--- config.mk ---
export PLATFORM = sky130hd
export DESIGN_NAME = lts_unit
export DESIGN_NICKNAME = d
export VERILOG_FILES = /design/src/lts_pkg.sv /design/src/lts_unit.sv
export SDC_FILE = /design/constraint.sdc
export NUM_CORES = 1
export LEC_CHECK = 0
export ABC_AREA = 1
export BUFFER_PORTS_ARGS = -buffer_cell sky130_fd_sc_hd__buf_2
export CORE_MARGIN = 2
export CORE_UTILIZATION = 30
export DETAILED_ROUTE_END_ITERATION = 10
export SYNTH_ARGS = -nofsm -noshare
export SYNTH_HDL_FRONTEND = slang
export SYNTH_SLANG_ARGS = --single-unit
--- constraint.sdc ---
create_clock -name vclk -period 2.95
set_input_delay 0.1475 -clock vclk [all_inputs]
set_output_delay 0.1475 -clock vclk [all_outputs]
set_load 0.005 [all_outputs]
--- src/lts_pkg.sv ---
// ----------------------------------------------------------------------------
// Link timer table scheduler package
// Shared constants, operation and event codes, and small arithmetic helpers.
// ----------------------------------------------------------------------------
package lts_pkg;

  // Table geometry.
  localparam int LINKS         = 8;
  localparam int TIMER_KINDS   = 4;
  localparam int TICKS_PER_SEC = 10;

  localparam int LINK_W    = 3;
  localparam int KIND_W    = 2;
  localparam int ADDR_W    = LINK_W + KIND_W;
  localparam int N_ENTRIES = LINKS * TIMER_KINDS;
  localparam int CNT_W     = $clog2(N_ENTRIES + 1);
  localparam int CD_W      = $clog2(TICKS_PER_SEC + 1);

  // Field widths.
  localparam int OP_W    = 2;
  localparam int SECS_W  = 16;
  localparam int TIME_W  = 20;
  localparam int EVENT_W = 3;

  localparam logic [TIME_W-1:0] MAX20   = 20'hFFFFF;
  localparam logic [TIME_W-1:0] ARM_MAX = 20'hFFFFE;

  // Operation codes.
  localparam logic [OP_W-1:0] OP_ARM     = 2'd0;
  localparam logic [OP_W-1:0] OP_ENROL   = 2'd1;
  localparam logic [OP_W-1:0] OP_ADVANCE = 2'd2;
  localparam logic [OP_W-1:0] OP_READ    = 2'd3;

  // Result event codes; expiry of kind k is EV_EXPIRY_BASE + k.
  localparam logic [EVENT_W-1:0] EV_STATUS      = 3'd0;
  localparam logic [EVENT_W-1:0] EV_TX_TICK     = 3'd1;
  localparam logic [EVENT_W-1:0] EV_EXPIRY_BASE = 3'd2;

  // Result of one pass through the shared decrement and compare unit.
  typedef struct packed {
    logic [TIME_W-1:0] val;
    logic              expired;
    logic [TIME_W-1:0] best;
  } lts_unit_res_t;

  localparam int ARM_PROD_W = SECS_W + 10;
  localparam int TENTH_W    = TIME_W + 4;

  // Reciprocal of TICKS_PER_SEC, rounded up, exact for any TENTH_W-bit dividend.
  localparam int RECIP_SH = TENTH_W + $clog2(TICKS_PER_SEC);
  localparam int RECIP_W  = TENTH_W + 1;
  localparam int RPROD_W  = TENTH_W + RECIP_W;
  localparam logic [RECIP_W-1:0] RECIP_M =
    RECIP_W'(((64'd1 << RECIP_SH) + 64'(TICKS_PER_SEC) - 64'd1) / 64'(TICKS_PER_SEC));

  // Seconds to base ticks, saturated to the largest armable count.
  function automatic logic [TIME_W-1:0] arm_ticks(input logic [SECS_W-1:0] secs);
    logic [ARM_PROD_W-1:0] prod;
    prod = ARM_PROD_W'(secs) * ARM_PROD_W'(TICKS_PER_SEC);
    if (prod > ARM_PROD_W'(ARM_MAX)) begin
      return ARM_MAX;
    end
    return prod[TIME_W-1:0];
  endfunction

  // Base ticks to tenths of a second, rounded half up and saturated.
  function automatic logic [TIME_W-1:0] ticks_to_tenths(input logic [TIME_W-1:0] t);
    logic [TENTH_W-1:0] num;
    logic [RPROD_W-1:0] prod;
    logic [TENTH_W-1:0] q;
    num  = TENTH_W'(t) * TENTH_W'(10) + TENTH_W'(TICKS_PER_SEC / 2);
    // Divide by TICKS_PER_SEC through the reciprocal and a shift.
    prod = RPROD_W'(num) * RPROD_W'(RECIP_M);
    q    = TENTH_W'(prod >> RECIP_SH);
    if (q > TENTH_W'(MAX20)) begin
      return MAX20;
    end
    return q[TIME_W-1:0];
  endfunction

endpackage

--- src/lts_unit.sv ---
// ----------------------------------------------------------------------------
// Link timer shared unit
// Decrements one timer entry when advancing and folds it into the running
// minimum of armed entries.
// ----------------------------------------------------------------------------
module lts_unit
  import lts_pkg::*;
(
  input  logic [TIME_W-1:0] val,
  input  logic [TIME_W-1:0] best,
  input  logic              dec_en,
  output lts_unit_res_t     res
);

  logic              armed;
  logic [TIME_W-1:0] new_val;

  // Decrement an armed entry; it expires when it steps from one to zero.
  assign armed   = (val != '0);
  assign new_val = (dec_en && armed) ? (val - TIME_W'(1)) : val;

  // Minimum of the armed values seen so far.
  always_comb begin
    res.val     = new_val;
    res.expired = dec_en && (val == TIME_W'(1));
    res.best    = best;
    if ((new_val != '0) && (new_val < best)) begin
      res.best = new_val;
    end
  end

endmodule

; ---- Word-level counts from Yosys, hierarchy flattened
; Cells that the tools add are included.
[classes]
n_addsub = 1
n_lt_le_gt_ge = 1
eq_ne = 1
muxes = 2
reduce_logical = 5
[op_table]
columns = cell, count
row1 = $mux W20, 2
row2 = $reduce_bool A20 Y1, 2
row3 = $eq A20 B1 Y1 const B, 1
row4 = $lt A20 B20 Y1, 1
row5 = $sub A20 B1 Y20 const B, 1
row6 = $logic_and A1 B1 Y1, 3
[word_totals]
reg_bits = 0
in_bits = 41
out_inout_bits = 41
wordCells = 10

; ---- Longest topological paths before layout
[logic_depth]
ltp_word = 6
ltp_mapped = 23
ltp_nobuf = 21

; ---- Worst setup path before layout
; OpenSTA, ideal clock, no wires.
[synth_path]
kind = input -> output
start = in val[0]
end = out res[0] (netlist name)
arrival_ps = 2619
required_time_ps = 2803
path_slack_ps = 183
cell_stages = 20
n_path_buf = 2
cell_sequence = clkinv_1 > ha_1 > nand2_1 > nor2_1 > nand3_2 > nand2_4 > inv_2 > buf_6 > nand3_2 > xor2_1 > inv_1 > ha_1 > nand4_1 > nor3_1 > o21ai_0 > o2111ai_1 > a21oi_1 > clkbuf_1 > nand3_1 > nand2_1
[synth_lines]
columns = element, line
row1 = start: declaration, lts_unit.sv:9  ; input logic [TIME_W-1:0] val,
row2 = end: declaration, lts_unit.sv:12  ; output lts_unit_res_t res

==> results by group <==
Power
  • Pleak: ~0.0018 uW
  • PwrDens: approximately 170 mW/mm^2
  • Peak supply drop: a little over 90 uV

Global route
  • Vias in the first global route: between 2000 and 2500
  • Initial antenna violation count: 0
  • GRT overflow: 0
  • Largest net degree at the start of global routing: 21
  • First-pass GRT wire length: 9763 um
  • All-layer global routing usage: ~18%
  • Met3 track demand over resource: 0.1111%
  • GR Util met2: 33.17%
  • Layer with the highest usage: met2
  • Met1 GRT Util: 24.07%

Cells and area
  • Layout Area Growth over Synthesis: 75.73%
  • Final Non-Filler Cells: 572
  • Sequential cell area: 0 sq um
  • Antenna diodes: 0
  • Sequential cell count: 0
  • Clock buffer cells: 0
  • Final net count: roughly 570
  • Final core utilization: around 55%
  • Layout cells sized above 1: between 40% and 50%

Worst hold path
  • Min-delay src: best[2]
  • Min-Delay Endpoint: res[2]
  • Cell count of the worst hold path: 4
  • Worst hold-check path type: in2out

Placement
  • Post-DP HPWL: just over 5000 um
  • Placed insts: 559
  • Port Buf Inserts: 82
  • RePlAce Congestion: ~0.87

Timing
  • Final worst-path cycle share: 103.6%
  • Max frequency: 0.3272 GHz
  • Final WS setup: -0.1060 ns
  • RSZ-0062 raised after global routing: true
  • Measured slew at the worst slew-check pin: 0.2774 ns
  • Hold Fails Final Rpt: 0
  • TNS Setup: -1.651 ns
  • Slew margin rel.: 81.36%
  • Final setup viols: 20
  • Fin. max-slew vios: 0
  • Final Critical Period: a little over 3 ns

Floorplanning
  • DIE AREA: approximately 0.0065 sq mm
  • Die Height: ~80 um
  • Initial Utilization: 31.53%
  • Core ar.: about 0.0056 sq mm
  • Die width: ~81 um
  • Site Rows: 27
  • Ports: 82

Yosys
  • Synth Cell Area: 0.001768 sq mm
  • Post-Synthesis Cells: around 360
  • Synth Area per Inst: approximately 5 sq um
  • Synth area leaders: nand2_1 (30%), ha_1 (16%), inv_1 (14%)
  • Post-synth cell types: 28
  • Post-synth top area cell: nand2_1
  • Yosys top cell area share: between 20% and 30%
  • Post-synth net total: between 400 and 500
  • Yosys warning total: 0
  • Seq/Total Area, Yosys: 0%

Routing
  • DR pass1 iterations: 4
  • WL per Instance: ~11 um
  • Drt total wl: around 6400 um
  • Vias: approximately 2600
  • # DRC: 0
  • DRT iter0 DRCs: 87
  • Routed Antenna Nets: 0
  • Via density: about 4.5

Worst setup path
  • Critical path class: in2out
  • Critical path launch point: val[1]
  • WP data required: about 2.8 ns
  • Worst Path Arrival: 2.91 ns
  • Max Fanout on Critical Path: 5
  • CP startpoint kind: input port
  • Crit end category: output port

Run status
  • Status: complete, but fails checks
  • Failing checks: negative setup slack

Flow run
  • Max Cap Viol: 0

CTS
  • Post-CTS Hold Buffers: 0
## layout by cell type, fill, tap and decap left out, drive strengths merged
cell type,n
buf,151
xor2,11
o21ai,9
or2,1
clkbuf,3
nand3,36
xnor2,1
a21oi,10
o2111ai,1
nor3b,1
nand4,4
inv,66
a31oi,1
and2,1
nand2,142
nor2,38
nor3,2
ha,22
## power by group
group	leakage, uW	switching, uW	internal (uW)	total (uW)
logic	0.00183	269	264	534
registers	0	0	0	0
clock network	0	0	0	0
total	0.00183	269	264	534
## layer usage
layer / wire, um / up-vias
met3: 232 / 0
met1: 2925 / 1146
met4: 0 / 0
met5: 0 / -
met2: 3249 / 54
li1: - / 1381
## worst max-delay path, stage by stage
cell and delay, ns:
buf_6 0.10, inv_4 0.07, ha_4 0.13, nand2_2 0.05, nor2_2 0.13, nand3_2 0.11
nand2_4 0.12, inv_6 0.05, buf_12 0.12, nand3_2 0.05, xor2_1 0.17, inv_1 0.12
ha_4 0.28, nand4_1 0.13, nor3_2 0.23, nor3b_4 0.26, a21oi_4 0.10, nand2_4 0.14
clkbuf_16 0.17, nand2_2 0.05, nand2_1 0.05, buf_2 0.10
## what timing repair did
item,CTS,global route
buffers inserted,4,5
pin swaps,4,23
setup endpoints to repair,20,20
gates cloned,0,4
resized for setup,12,65
## logic make-up after synthesis
logic type	after synthesis	share of synthesized area [%]
AND/OR/NAND/NOR	225	53.64
XOR/XNOR	12	6.370
adder cells (fa/ha/maj)	22	15.57
AO/OA/AOI/OAI	21	6.441
buffers and inverters	75	17.98
## how the worst max path moves through the flow
stage,endpoint,slack (ns),cells past startpoint
floorplan,res[0],0.18,20
global placement,res[0],-0.06,21
detailed placement,res[0],-0.16,21
CTS,res[0],0.005,23
global route,res[11],-0.30,21
finish,res[10],-0.11,22
## Yosys cell counts (all sizes together)
| cell | n |
|---|---|
| nand4 | 4 |
| inv | 65 |
| o2111ai | 1 |
| a31oi | 1 |
| a21oi | 10 |
| buf | 7 |
| nor3 | 2 |
| o21ai | 9 |
| clkinv | 1 |
| nand2 | 142 |
| ha | 22 |
| clkbuf | 2 |
| xnor2 | 1 |
| and2 | 1 |
| nor2 | 38 |
| nor3b | 1 |
| xor2 | 11 |
| nand3 | 36 |
| or2 | 1 |
## area by class of cell
type / count / area (sq um)
fill: 573 / 2501
inverter: 66 / 257.7
multi-input combinational: 280 / 1675
tap: 72 / 90.09
timing repair buffer: 154 / 1084
## through the flow
step	hold WS (ns)	power [uW]	instance area [sq um]	setup slack [ns]
global route	0.5838	596.2	3107	-0.2966
detailed placement	0.5683	434.4	2679	-0.1612
finish	0.5695	533.7	3107	-0.1060
global placement	0.5690	430.0	2679	-0.06320
floorplan	0.3858	223.4	1768	0.1833
CTS	0.5698	445.6	2743	0.004826
(Power assumes the default switching activity.)
