==> src/lts_pkg.sv <==
// ----------------------------------------------------------------------------
// Link timer table scheduler package
// Shared constants, operation and event codes, and small arithmetic helpers.
// ----------------------------------------------------------------------------
package lts_pkg;

  // Table geometry.
  localparam int LINKS         = 8;
  localparam int TIMER_KINDS   = 4;
  localparam int TICKS_PER_SEC = 10;

  localparam int LINK_W    = 3;
  localparam int KIND_W    = 2;
  localparam int ADDR_W    = LINK_W + KIND_W;
  localparam int N_ENTRIES = LINKS * TIMER_KINDS;
  localparam int CNT_W     = $clog2(N_ENTRIES + 1);
  localparam int CD_W      = $clog2(TICKS_PER_SEC + 1);

  // Field widths.
  localparam int OP_W    = 2;
  localparam int SECS_W  = 16;
  localparam int TIME_W  = 20;
  localparam int EVENT_W = 3;

  localparam logic [TIME_W-1:0] MAX20   = 20'hFFFFF;
  localparam logic [TIME_W-1:0] ARM_MAX = 20'hFFFFE;

  // Operation codes.
  localparam logic [OP_W-1:0] OP_ARM     = 2'd0;
  localparam logic [OP_W-1:0] OP_ENROL   = 2'd1;
  localparam logic [OP_W-1:0] OP_ADVANCE = 2'd2;
  localparam logic [OP_W-1:0] OP_READ    = 2'd3;

  // Result event codes; expiry of kind k is EV_EXPIRY_BASE + k.
  localparam logic [EVENT_W-1:0] EV_STATUS      = 3'd0;
  localparam logic [EVENT_W-1:0] EV_TX_TICK     = 3'd1;
  localparam logic [EVENT_W-1:0] EV_EXPIRY_BASE = 3'd2;

  // Result of one pass through the shared decrement and compare unit.
  typedef struct packed {
    logic [TIME_W-1:0] val;
    logic              expired;
    logic [TIME_W-1:0] best;
  } lts_unit_res_t;

  localparam int ARM_PROD_W = SECS_W + 10;
  localparam int TENTH_W    = TIME_W + 4;

  // Reciprocal of TICKS_PER_SEC, rounded up, exact for any TENTH_W-bit dividend.
  localparam int RECIP_SH = TENTH_W + $clog2(TICKS_PER_SEC);
  localparam int RECIP_W  = TENTH_W + 1;
  localparam int RPROD_W  = TENTH_W + RECIP_W;
  localparam logic [RECIP_W-1:0] RECIP_M =
    RECIP_W'(((64'd1 << RECIP_SH) + 64'(TICKS_PER_SEC) - 64'd1) / 64'(TICKS_PER_SEC));

  // Seconds to base ticks, saturated to the largest armable count.
  function automatic logic [TIME_W-1:0] arm_ticks(input logic [SECS_W-1:0] secs);
    logic [ARM_PROD_W-1:0] prod;
    prod = ARM_PROD_W'(secs) * ARM_PROD_W'(TICKS_PER_SEC);
    if (prod > ARM_PROD_W'(ARM_MAX)) begin
      return ARM_MAX;
    end
    return prod[TIME_W-1:0];
  endfunction

  // Base ticks to tenths of a second, rounded half up and saturated.
  function automatic logic [TIME_W-1:0] ticks_to_tenths(input logic [TIME_W-1:0] t);
    logic [TENTH_W-1:0] num;
    logic [RPROD_W-1:0] prod;
    logic [TENTH_W-1:0] q;
    num  = TENTH_W'(t) * TENTH_W'(10) + TENTH_W'(TICKS_PER_SEC / 2);
    // Divide by TICKS_PER_SEC through the reciprocal and a shift.
    prod = RPROD_W'(num) * RPROD_W'(RECIP_M);
    q    = TENTH_W'(prod >> RECIP_SH);
    if (q > TENTH_W'(MAX20)) begin
      return MAX20;
    end
    return q[TIME_W-1:0];
  endfunction

endpackage

==> src/lts_table.sv <==
// ----------------------------------------------------------------------------
// Link timer table
// Timer memory with one write and one registered read port; a per-entry valid
// bit makes never-written entries read as zero (disarmed) after reset.
// ----------------------------------------------------------------------------
module lts_table
  import lts_pkg::*;
(
  input  logic              clk,
  input  logic              rst_n,
  input  logic              wr_en,
  input  logic [ADDR_W-1:0] wr_addr,
  input  logic [TIME_W-1:0] wr_data,
  input  logic [ADDR_W-1:0] rd_addr,
  output logic [TIME_W-1:0] rd_data
);

  logic [TIME_W-1:0]    mem [N_ENTRIES];
  logic [N_ENTRIES-1:0] valid_r;
  logic [TIME_W-1:0]    rd_q_r;
  logic                 rd_vld_r;

  // Memory write and registered read.
  always_ff @(posedge clk) begin
    if (wr_en) begin
      mem[wr_addr] <= wr_data;
    end
    rd_q_r <= mem[rd_addr];
  end

  // Valid bits clear on reset and mark written entries.
  always_ff @(posedge clk) begin
    if (!rst_n) begin
      valid_r  <= '0;
      rd_vld_r <= 1'b0;
    end else begin
      if (wr_en) begin
        valid_r[wr_addr] <= 1'b1;
      end
      rd_vld_r <= valid_r[rd_addr];
    end
  end

  assign rd_data = rd_vld_r ? rd_q_r : '0;

endmodule

==> config.mk <==
export PLATFORM = sky130hd
export DESIGN_NAME = lts_table
export DESIGN_NICKNAME = d
export VERILOG_FILES = /design/src/lts_pkg.sv /design/src/lts_table.sv
export SDC_FILE = /design/constraint.sdc
export NUM_CORES = 1
export LEC_CHECK = 0
export BUFFER_PORTS_ARGS = -buffer_cell sky130_fd_sc_hd__buf_2
export CAP_MARGIN = 5
export CORE_ASPECT_RATIO = 0.8
export CORE_MARGIN = 8
export CORE_UTILIZATION = 40
export DETAILED_ROUTE_END_ITERATION = 16
export PLACE_DENSITY = 0.55
export SLEW_MARGIN = 20
export SYNTH_ARGS = -nofsm -noshare
export SYNTH_HDL_FRONTEND = slang
export SYNTH_SLANG_ARGS = --single-unit
==> constraint.sdc <==
create_clock -name clk -period 3.4 [get_ports clk]
set_input_delay 0.85 -clock clk [delete_from_list [all_inputs] [get_ports clk]]
set_output_delay 0.85 -clock clk [all_outputs]
set_load 0.05 [all_outputs]
Yosys cells after proc, flatten, opt, wreduce, memory -nomap -nowiden
Memory sizes are Yosys's and may differ from the RTL's. A register that Yosys moved wholly into a read port is not among the register bits.
Index checks and enable logic that the tools add are counted.
{ "word_totals": {"register_bits": 33, "ramBits": 640, "input_bits": 33, "elab_cells": 15, "n_memories": 1} }
{ "mem_list": {"columns": ["name", "depth", "word_bits", "rd", "rd_ports_with_merged_regs", "wr", "line_no", "rtl"], "rows": [
  ["mem", 32, 20, 1, 1, 1, "lts_table.sv:18", "logic [TIME_W-1:0] mem [N_ENTRIES];"]
]} }
{ "op_classes": {"magnitude_cmp": 3, "n_mux": 7, "bitwise_logic": 1, "n_reduce_logical": 1} }
{ "op_table": {"columns": ["cell", "count"], "rows": [
  ["32-bit bitwise OR", 1],
  ["20-bit two-way mux", 1],
  ["5-bit by 6-bit < comparator with 1-bit output, second input constant", 2],
  ["1-bit binary-select mux with 5-bit select", 1],
  ["1-bit demux with 5-bit select", 1],
  ["5-bit by 1-bit greater-or-equal comparator with 1-bit output, second input constant", 1],
  ["1-bit two-way mux", 4],
  ["1-bit logical AND", 1]
]} }

Longest topological paths before layout
Gate-level depths: netlist of the first run.
{ "depth": {"ltp_word": 5, "mapped_depth": 7} }

Worst setup path after synthesis of the first run
OpenSTA, ideal clock, no wires.
{ "synth_path": {"kind": "input to register", "startpoint": "input port wr_addr[0]", "endpoint": "memory mem[12][0] (enable)", "setup_time_ns": 0.398, "arrival_time_ns": 2.398, "setup_slack_ns": 0.604, "path_stages": 3, "path_buffers": 1, "path_cell_list": "or3b_2 -> clkbuf_1 -> nor2_1"} }
{ "synth_rtl": {"columns": ["element", "line_no", "rtl"], "rows": [
  ["start: declaration", "lts_table.sv:12", "input logic [ADDR_W-1:0] wr_addr,"],
  ["end: declaration", "lts_table.sv:18", null]
]} }
No word-level cell before the write port.

Worst setup path after layout of the first run
{ "layout_path": {"startpoint": "register rd_vld_r", "endpoint": "output port rd_data[2]"} }
{ "layout_via": {"elab_chain_len": 1} }
{ "layout_lines": {"columns": ["element", "line_no", "rtl"], "rows": [
  ["start: declaration", "lts_table.sv:21", "logic rd_vld_r;"],
  ["start signal: assignment", "lts_table.sv:40", "rd_vld_r <= valid_r[rd_addr];"],
  ["20-bit two-way mux", "lts_table.sv:44", "assign rd_data = rd_vld_r ? rd_q_r : '0;"],
  ["end: declaration", "lts_table.sv:15", "output logic [TIME_W-1:0] rd_data"]
]} }
Every way passes these cells.

==> results of run 1 <==
==> flip-flops by register name, indices dropped and copies added, names as in the netlist <==
signal and flops:
valid_r 32, mem 640, rd_q_r 20, rd_vld_r 1
==> power groups by stage <==
| stage | clock network, mW | registers [mW] | logic, mW |
|---|---|---|---|
| floorplan | 0 | 9.63 | 0.542 |
| global placement | 0 | 9.67 | 0.901 |
| detailed placement | 0 | 9.67 | 0.912 |
| CTS | 7.62 | 9.49 | 0.913 |
| global route | 7.92 | 9.49 | 0.965 |
| finish | 7.46 | 9.49 | 0.898 |
==> final cells by class <==
class	count	share of cell area (%)
inverter	1	0.0122
sequential	693	66.1
timing repair buffer	146	4.19
antenna	2	0.0163
clock inverter	31	0.844
clock buffer	93	6.33
tap	860	3.51
multi-input combinational	380	19.0
==> cell families (layout without fill, tap and decap cells) <==
| logic type | after synthesis | after routing |
|---|---|---|
| flip-flops | 693 | 693 |
| multiplexers | 212 | 212 |
| AND/OR/NAND/NOR | 132 | 132 |
| buffers and inverters | 60 | 271 |
| AO/OA/AOI/OAI | 36 | 36 |
| other | 0 | 2 |
==> synth_stat cells (all sizes together) <==
master	count
a2111oi	1
and2	20
and3	1
buf	27
clkbuf	32
dfxtp	53
edfxtp	640
inv	1
mux2	3
mux2i	3
mux4	206
nand2	61
nand3	2
nand3b	5
nor2	35
nor2b	1
nor3b	2
o2111a	1
o21a	32
o21ai	1
o41ai	1
or3	2
or3b	3
==> final timing paths <==
check | startpoint | end | depth (start not counted) | slack (ns)
setup / recovery | rd_vld_r | rd_data[2] | 3 | 0.46
hold / removal | valid_r[0] | valid_r[0] | 1 | 0.46
setup reg to reg | mem[23][4] | rd_q_r[4] | 4 | 1.65
hold reg to reg | valid_r[0] | valid_r[0] | 1 | 0.46
==> metal layers <==
metal	up-vias	global-route usage, %
met5	-	0
li1	5087	-
met4	6	4.07
met3	78	4.31
met2	422	26.1
met1	6804	27.6
==> stage by stage <==
step / hold slack (ns) / power, mW
finish: 0.456 / 17.8
detailed placement: 0.445 / 10.6
global placement: 0.441 / 10.6
floorplan: 0.433 / 10.2
CTS: 0.459 / 18.0
global route: 0.475 / 18.4
==> worst reg2reg max path, delay by kind of cell (launching register included) <==
kind / cells / cell delay (ns)
flops: 1 / 0.38
mux: 2 / 0.96
simple gates: 2 / 0.29
==> impl_metrics.py, run 1 <==
metrics = {
    "yosys": {
        "ys_types": 27,
        "ys_ff_latch": 693,
        "syn_inst": 1133,
        "synth_top_area_cell": "edfxtp_1",
        "synthTopCellsByArea": "edfxtp_1 73%, mux4_2 18%, dfxtp_1 4.1%",
        "synth_xor_area_share_pct": 0,
        "syn_nets": 1166,
        "synthAdderAreaFrac_pct": 0,
        "netlist_area_mm2": 0.0262,
        "avgSynthCellArea_um2": 23.1,
        "synth_top_family_by_area": "multiplexers",
        "synth-seq-area-share_pct": 77.4,
        "synth_compound_area_share_pct": 1.05,
        "synth_mux_area_share_pct": 18.0,
        "synth_top_area_share_pct": 73.4,
        "synthSimpleGateAreaFrac_pct": 2.29,
        "ys.warnings.count": 0,
    },
    "global_routing": {
        "track_usage_pct": 18.0,
        "grt-ovfl-total": 0,
        "grt_max_degree": 47,
        "grt_first_pass_wirelength_um": 94600,
        "antenna_found_initial": 7,
        "grt_pass1_vias": 12548,
    },
    "clock_tree": {
        "cts_made_buffers": 69,
        "cts_resized": 0,
        "post_cts_buffers": 0,
        "clkLatencyLatePin_ns": 0.60,
        "cts-htree-levels": 3,
        "clockBufferDepth": 3,
        "clk_pin_slew_worst_paths_ns": 0.06,
        "postCtsHoldBufs": 0,
        "cts.sinks": 693,
        "cts_tree": "yes",
        "root_buffer": "clkbuf_16",
    },
    "timing": {
        "worst_pin_slew_ns": 0.752,
        "slew_headroom_pct": 49.8,
        "layout_setup_ws_ns": 0.456,
        "setup_viol": 0,
        "skew_ns": 0.0189,
        "period_share_pct": 86.6,
        "finalSetupTns_ns": 0,
        "drv_slew": 0,
        "hold_violations": 0,
        "fmaxAchievable_mhz": 340,
        "rsz0062_at_grt": "false",
        "post-route-min-period_ns": 2.94,
    },
    "critical_path": {
        "timing_worst_setup_path_type": "register to output pin",
        "crit_path_cell_trace": "buf_4, and2_1, buf_2",
        "timing.critical_path.buf_inv": 2,
        "worstPathArrival_ns": 2.09,
        "critPathTopFamily": "flip-flops",
        "max_stage_delay_ns": 0.80,
        "cp.required_ns": 2.55,
        "crit_path_end_kind": "output pin",
        "cp_slowest_cell": "dfxtp_1",
        "startpoint_type": "register",
        "crit_fanout": 11,
    },
    "floorplanning": {
        "die_w_um": 302,
        "core_area_mm2": 0.0653,
        "dieArea_mm2": 0.0740,
        "start_util_pct": 40.1,
        "fp-row-count": 84,
        "die_h_um": 245,
        "pin_count": 53,
    },
    "pwr": {
        "netSwitchingFraction_pct": 20.8,
        "power.density_mw_per_mm2": 582,
        "ir_worst_vdd_uv": 388,
        "switching_power_mw": 3.71,
        "p_int_mw": 14.1,
        "leakagePower_nw": 9.85,
        "pwr-share-comb_pct": 5.0,
        "clkPwrFrac_pct": 41.8,
        "pwr-share-seq_pct": 53.2,
    },
    "drt": {
        "wl_met2_um": 29400,
        "wl_met1_um": 30800,
        "postRouteAntennaNets": 0,
        "avgRoutedWirePerCell_um": 30.0,
        "vias_per_cell": 5.62,
        "vias": 12397,
        "met3_length_um": 4930,
        "top_layer_used": "met5",
        "drt_first_pass_iters": 5,
        "drc": 0,
        "drt_first_iter_violations": 1332,
        "finalWirelength_um": 66200,
    },
    "place": {
        "dpl_cell_area_mm2": 0.0285,
        "io_buffers": 52,
        "place_inst": 2080,
        "pre_cts_ws_ns": 0.432,
        "dp_hpwl_um": 39900,
        "place.gp.congestion": 0.755,
    },
    "finish": {
        "multiInputGateArea_mm2": 0.00582,
        "post_layout_nonfiller_instances": 2206,
        "final_cell_mix": "640 x edfxtp_1, 205 x mux4_2, 73 x clkbuf_16",
        "regArea_mm2": 0.0203,
        "final_util_pct": 47.0,
        "drive_above_1_share_pct": 36.5,
        "final_common_cell": "edfxtp_1",
        "final_area_mm2": 0.0307,
        "fillerInstances": 5305,
        "fin_nets": 1324,
        "syn_to_final_growth_pct": 17.1,
    },
    "min_path": {
        "hold_path_class": "register to register",
    },
    "job": {
        "max_cap_violations": 0,
    },
    "run_status": {
        "status": "finished clean",
    },
}
Power figures use the tool's default switching activity.
==> run 2, diff against run 1 <==
==> constraint.sdc (replaced) <==
create_clock -name clk -period 3.4 [get_ports clk]
set_input_delay 0 -clock clk [delete_from_list [all_inputs] [get_ports clk]]
set_output_delay 0 -clock clk [all_outputs]
set_load 0.05 [all_outputs]
==> run 2 against run 1 <==
  * Non-clock buffer count is 13 lower
  * Hold slack got worse by 0.34 ns
  * Sequential power about the same
  * Clock power grew 4.4%
  * Global-route usage down 0.49 points
  * Worst setup slack better by 0.63 ns
  * Cell area hardly changed
  * Critical path depth is 1 lower
  * Count of clock-buffer cells in the layout unchanged
  * Die area did not move
  * Cell count is 1.0% lower
  * Power up 1.8%
  * Critical endpoint is now rd_data[15]
  * Largest cell class unchanged
  * Highest routed layer unchanged
==> impl_metrics.py, run 2 (synthesis results as in run 1) <==
metrics = {
    "critical_path": {
        "cp.required_ns": 3.40,
        "timing_worst_setup_path_type": "register to output pin",
        "crit_path_cell_trace": "and2_1, buf_2",
        "max_stage_delay_ns": 0.97,
        "worstPathArrival_ns": 2.31,
        "startpoint_type": "register",
        "r2r-start": "mem[12][3]",
        "crit_path_end_kind": "output pin",
        "crit_fanout": 20,
        "r2r_cells": 5,
        "r2r-end": "rd_q_r[3]",
        "cp_slowest_cell": "dfxtp_1",
        "rrSetupSlack_ns": 1.28,
    },
    "place": {
        "dp_hpwl_um": 36800,
        "dpl_cell_area_mm2": 0.0281,
        "place.gp.congestion": 0.733,
        "io_buffers": 52,
    },
    "global_routing": {
        "grt_first_pass_wirelength_um": 92100,
        "grt_max_degree": 98,
        "grt_pass1_vias": 12584,
        "antenna_found_initial": 2,
        "grt-ovfl-total": 0,
        "track_usage_pct": 17.6,
    },
    "clock_tree": {
        "cts-htree-levels": 3,
        "cts.sinks": 693,
        "root_buffer": "clkbuf_16",
        "cts_made_buffers": 68,
        "clkLatencyLatePin_ns": 0.60,
        "clockBufferDepth": 3,
        "clk_pin_slew_worst_paths_ns": 0.06,
        "cts_tree": "yes",
    },
    "pwr": {
        "power.density_mw_per_mm2": 592,
        "fin_total_pwr_mw": 18.2,
        "ir_worst_vdd_uv": 311,
        "leakagePower_nw": 9.75,
    },
    "drt": {
        "postRouteAntennaNets": 0,
        "drt_first_iter_violations": 1220,
        "vias": 12267,
        "drc": 0,
        "avgRoutedWirePerCell_um": 29.6,
        "drt_first_pass_iters": 5,
        "vias_per_cell": 5.62,
        "finalWirelength_um": 64700,
    },
    "finish": {
        "fin_nets": 1310,
        "final_cell_mix": "640 x edfxtp_1, 205 x mux4_2, 70 x clkbuf_16",
        "final_area_mm2": 0.0307,
        "largest_reg_flops": 640,
        "antenna_cells": 0,
        "drive_above_1_share_pct": 33.5,
        "final_util_pct": 47.0,
        "syn_to_final_growth_pct": 17.1,
        "final_common_cell": "edfxtp_1",
        "regMostFlops": "mem",
        "largestRegisters": "mem (640), valid_r (32), rd_q_r (20)",
    },
    "timing": {
        "slew_headroom_pct": 24.9,
        "rsz0062_at_grt": "false",
        "finalSetupTns_ns": 0,
        "setup_viol": 0,
        "skew_ns": 0.0249,
        "post-route-min-period_ns": 2.31,
        "period_share_pct": 68.0,
        "fmaxAchievable_mhz": 432,
        "drv_slew": 0,
        "worst_pin_slew_ns": 1.13,
        "hold_violations": 0,
    },
    "min_path": {
        "hold_path_end": "mem[11][11]",
        "hold_path_depth": 3,
        "hold_path_class": "primary input to register",
        "min-delay-start": "wr_addr[2]",
    },
    "floorplanning": {
        "die_h_um": 245,
        "start_util_pct": 40.1,
        "dieArea_mm2": 0.0740,
        "core_area_mm2": 0.0653,
        "pin_count": 53,
        "fp-row-count": 84,
        "die_w_um": 302,
    },
    "job": {
        "max_cap_violations": 0,
    },
    "run_status": {
        "status": "finished clean",
    },
}
-- run 2: worst max path at each step --
| stage | start | end | slack (ns) |
|---|---|---|---|
| finish | rd_vld_r | rd_data[15] | 1.09 |
| global route | rd_vld_r | rd_data[15] | 1.02 |
| CTS | rd_vld_r | rd_data[15] | 1.13 |
| detailed placement | rd_addr[1] | rd_q_r[6] | 0.96 |
| global placement | rd_addr[1] | rd_q_r[6] | 0.96 |
| floorplan | wr_addr[0] | mem[12][0] | 1.45 |
-- run 2: final cells by class --
type	count	area (µm²)
clock buffers	93	1880
flip-flops and latches	693	20300
inverters	1	3.75
clock inverters	24	398
multi-input cells	380	5820
repair buffers	133	1210
fillers	5366	34600
well taps	860	1080
-- run 2: worst max-delay path: cells and delay by family (launching register included) --
family	cells	cell delay [ns]
flops	1	0.97
simple gates	1	0.41
buf+inv	1	0.33
-- run 2: repair_timing --
item	CTS	global route
resized for setup	0	0
setup buffers	0	0
hold buffers	24	0
hold endpoints to repair	684	0
-- run 2: layer usage --
metal  track usage (%)  vias up  routed length (µm)
met2              24.3      425               27400
li1                  -     5052                   -
met5                 0        -                  11
met4              4.03        2                1280
met1              27.6     6692               31300
met3              4.55       96                4720
-- run 2: power breakdown --
part           switching [mW]  total, mW  leakage [nW]  internal (mW)
clock network            3.10       7.79          1.11           4.69
logic                   0.514      0.890          2.44          0.376
registers              0.0462       9.48          6.20           9.43
total                    3.66       18.2          9.75           14.5
-- run 2: per-stage QoR --
step	std cells	setup WS, ns	hold WS (ns)
after floorplan	1133	1.45	0.0989
after global placement	2043	0.958	0.442
after detailed placement	2043	0.956	0.450
after CTS	2184	1.13	0.0562
after global routing	2184	1.02	0.0988
final	2184	1.09	0.112
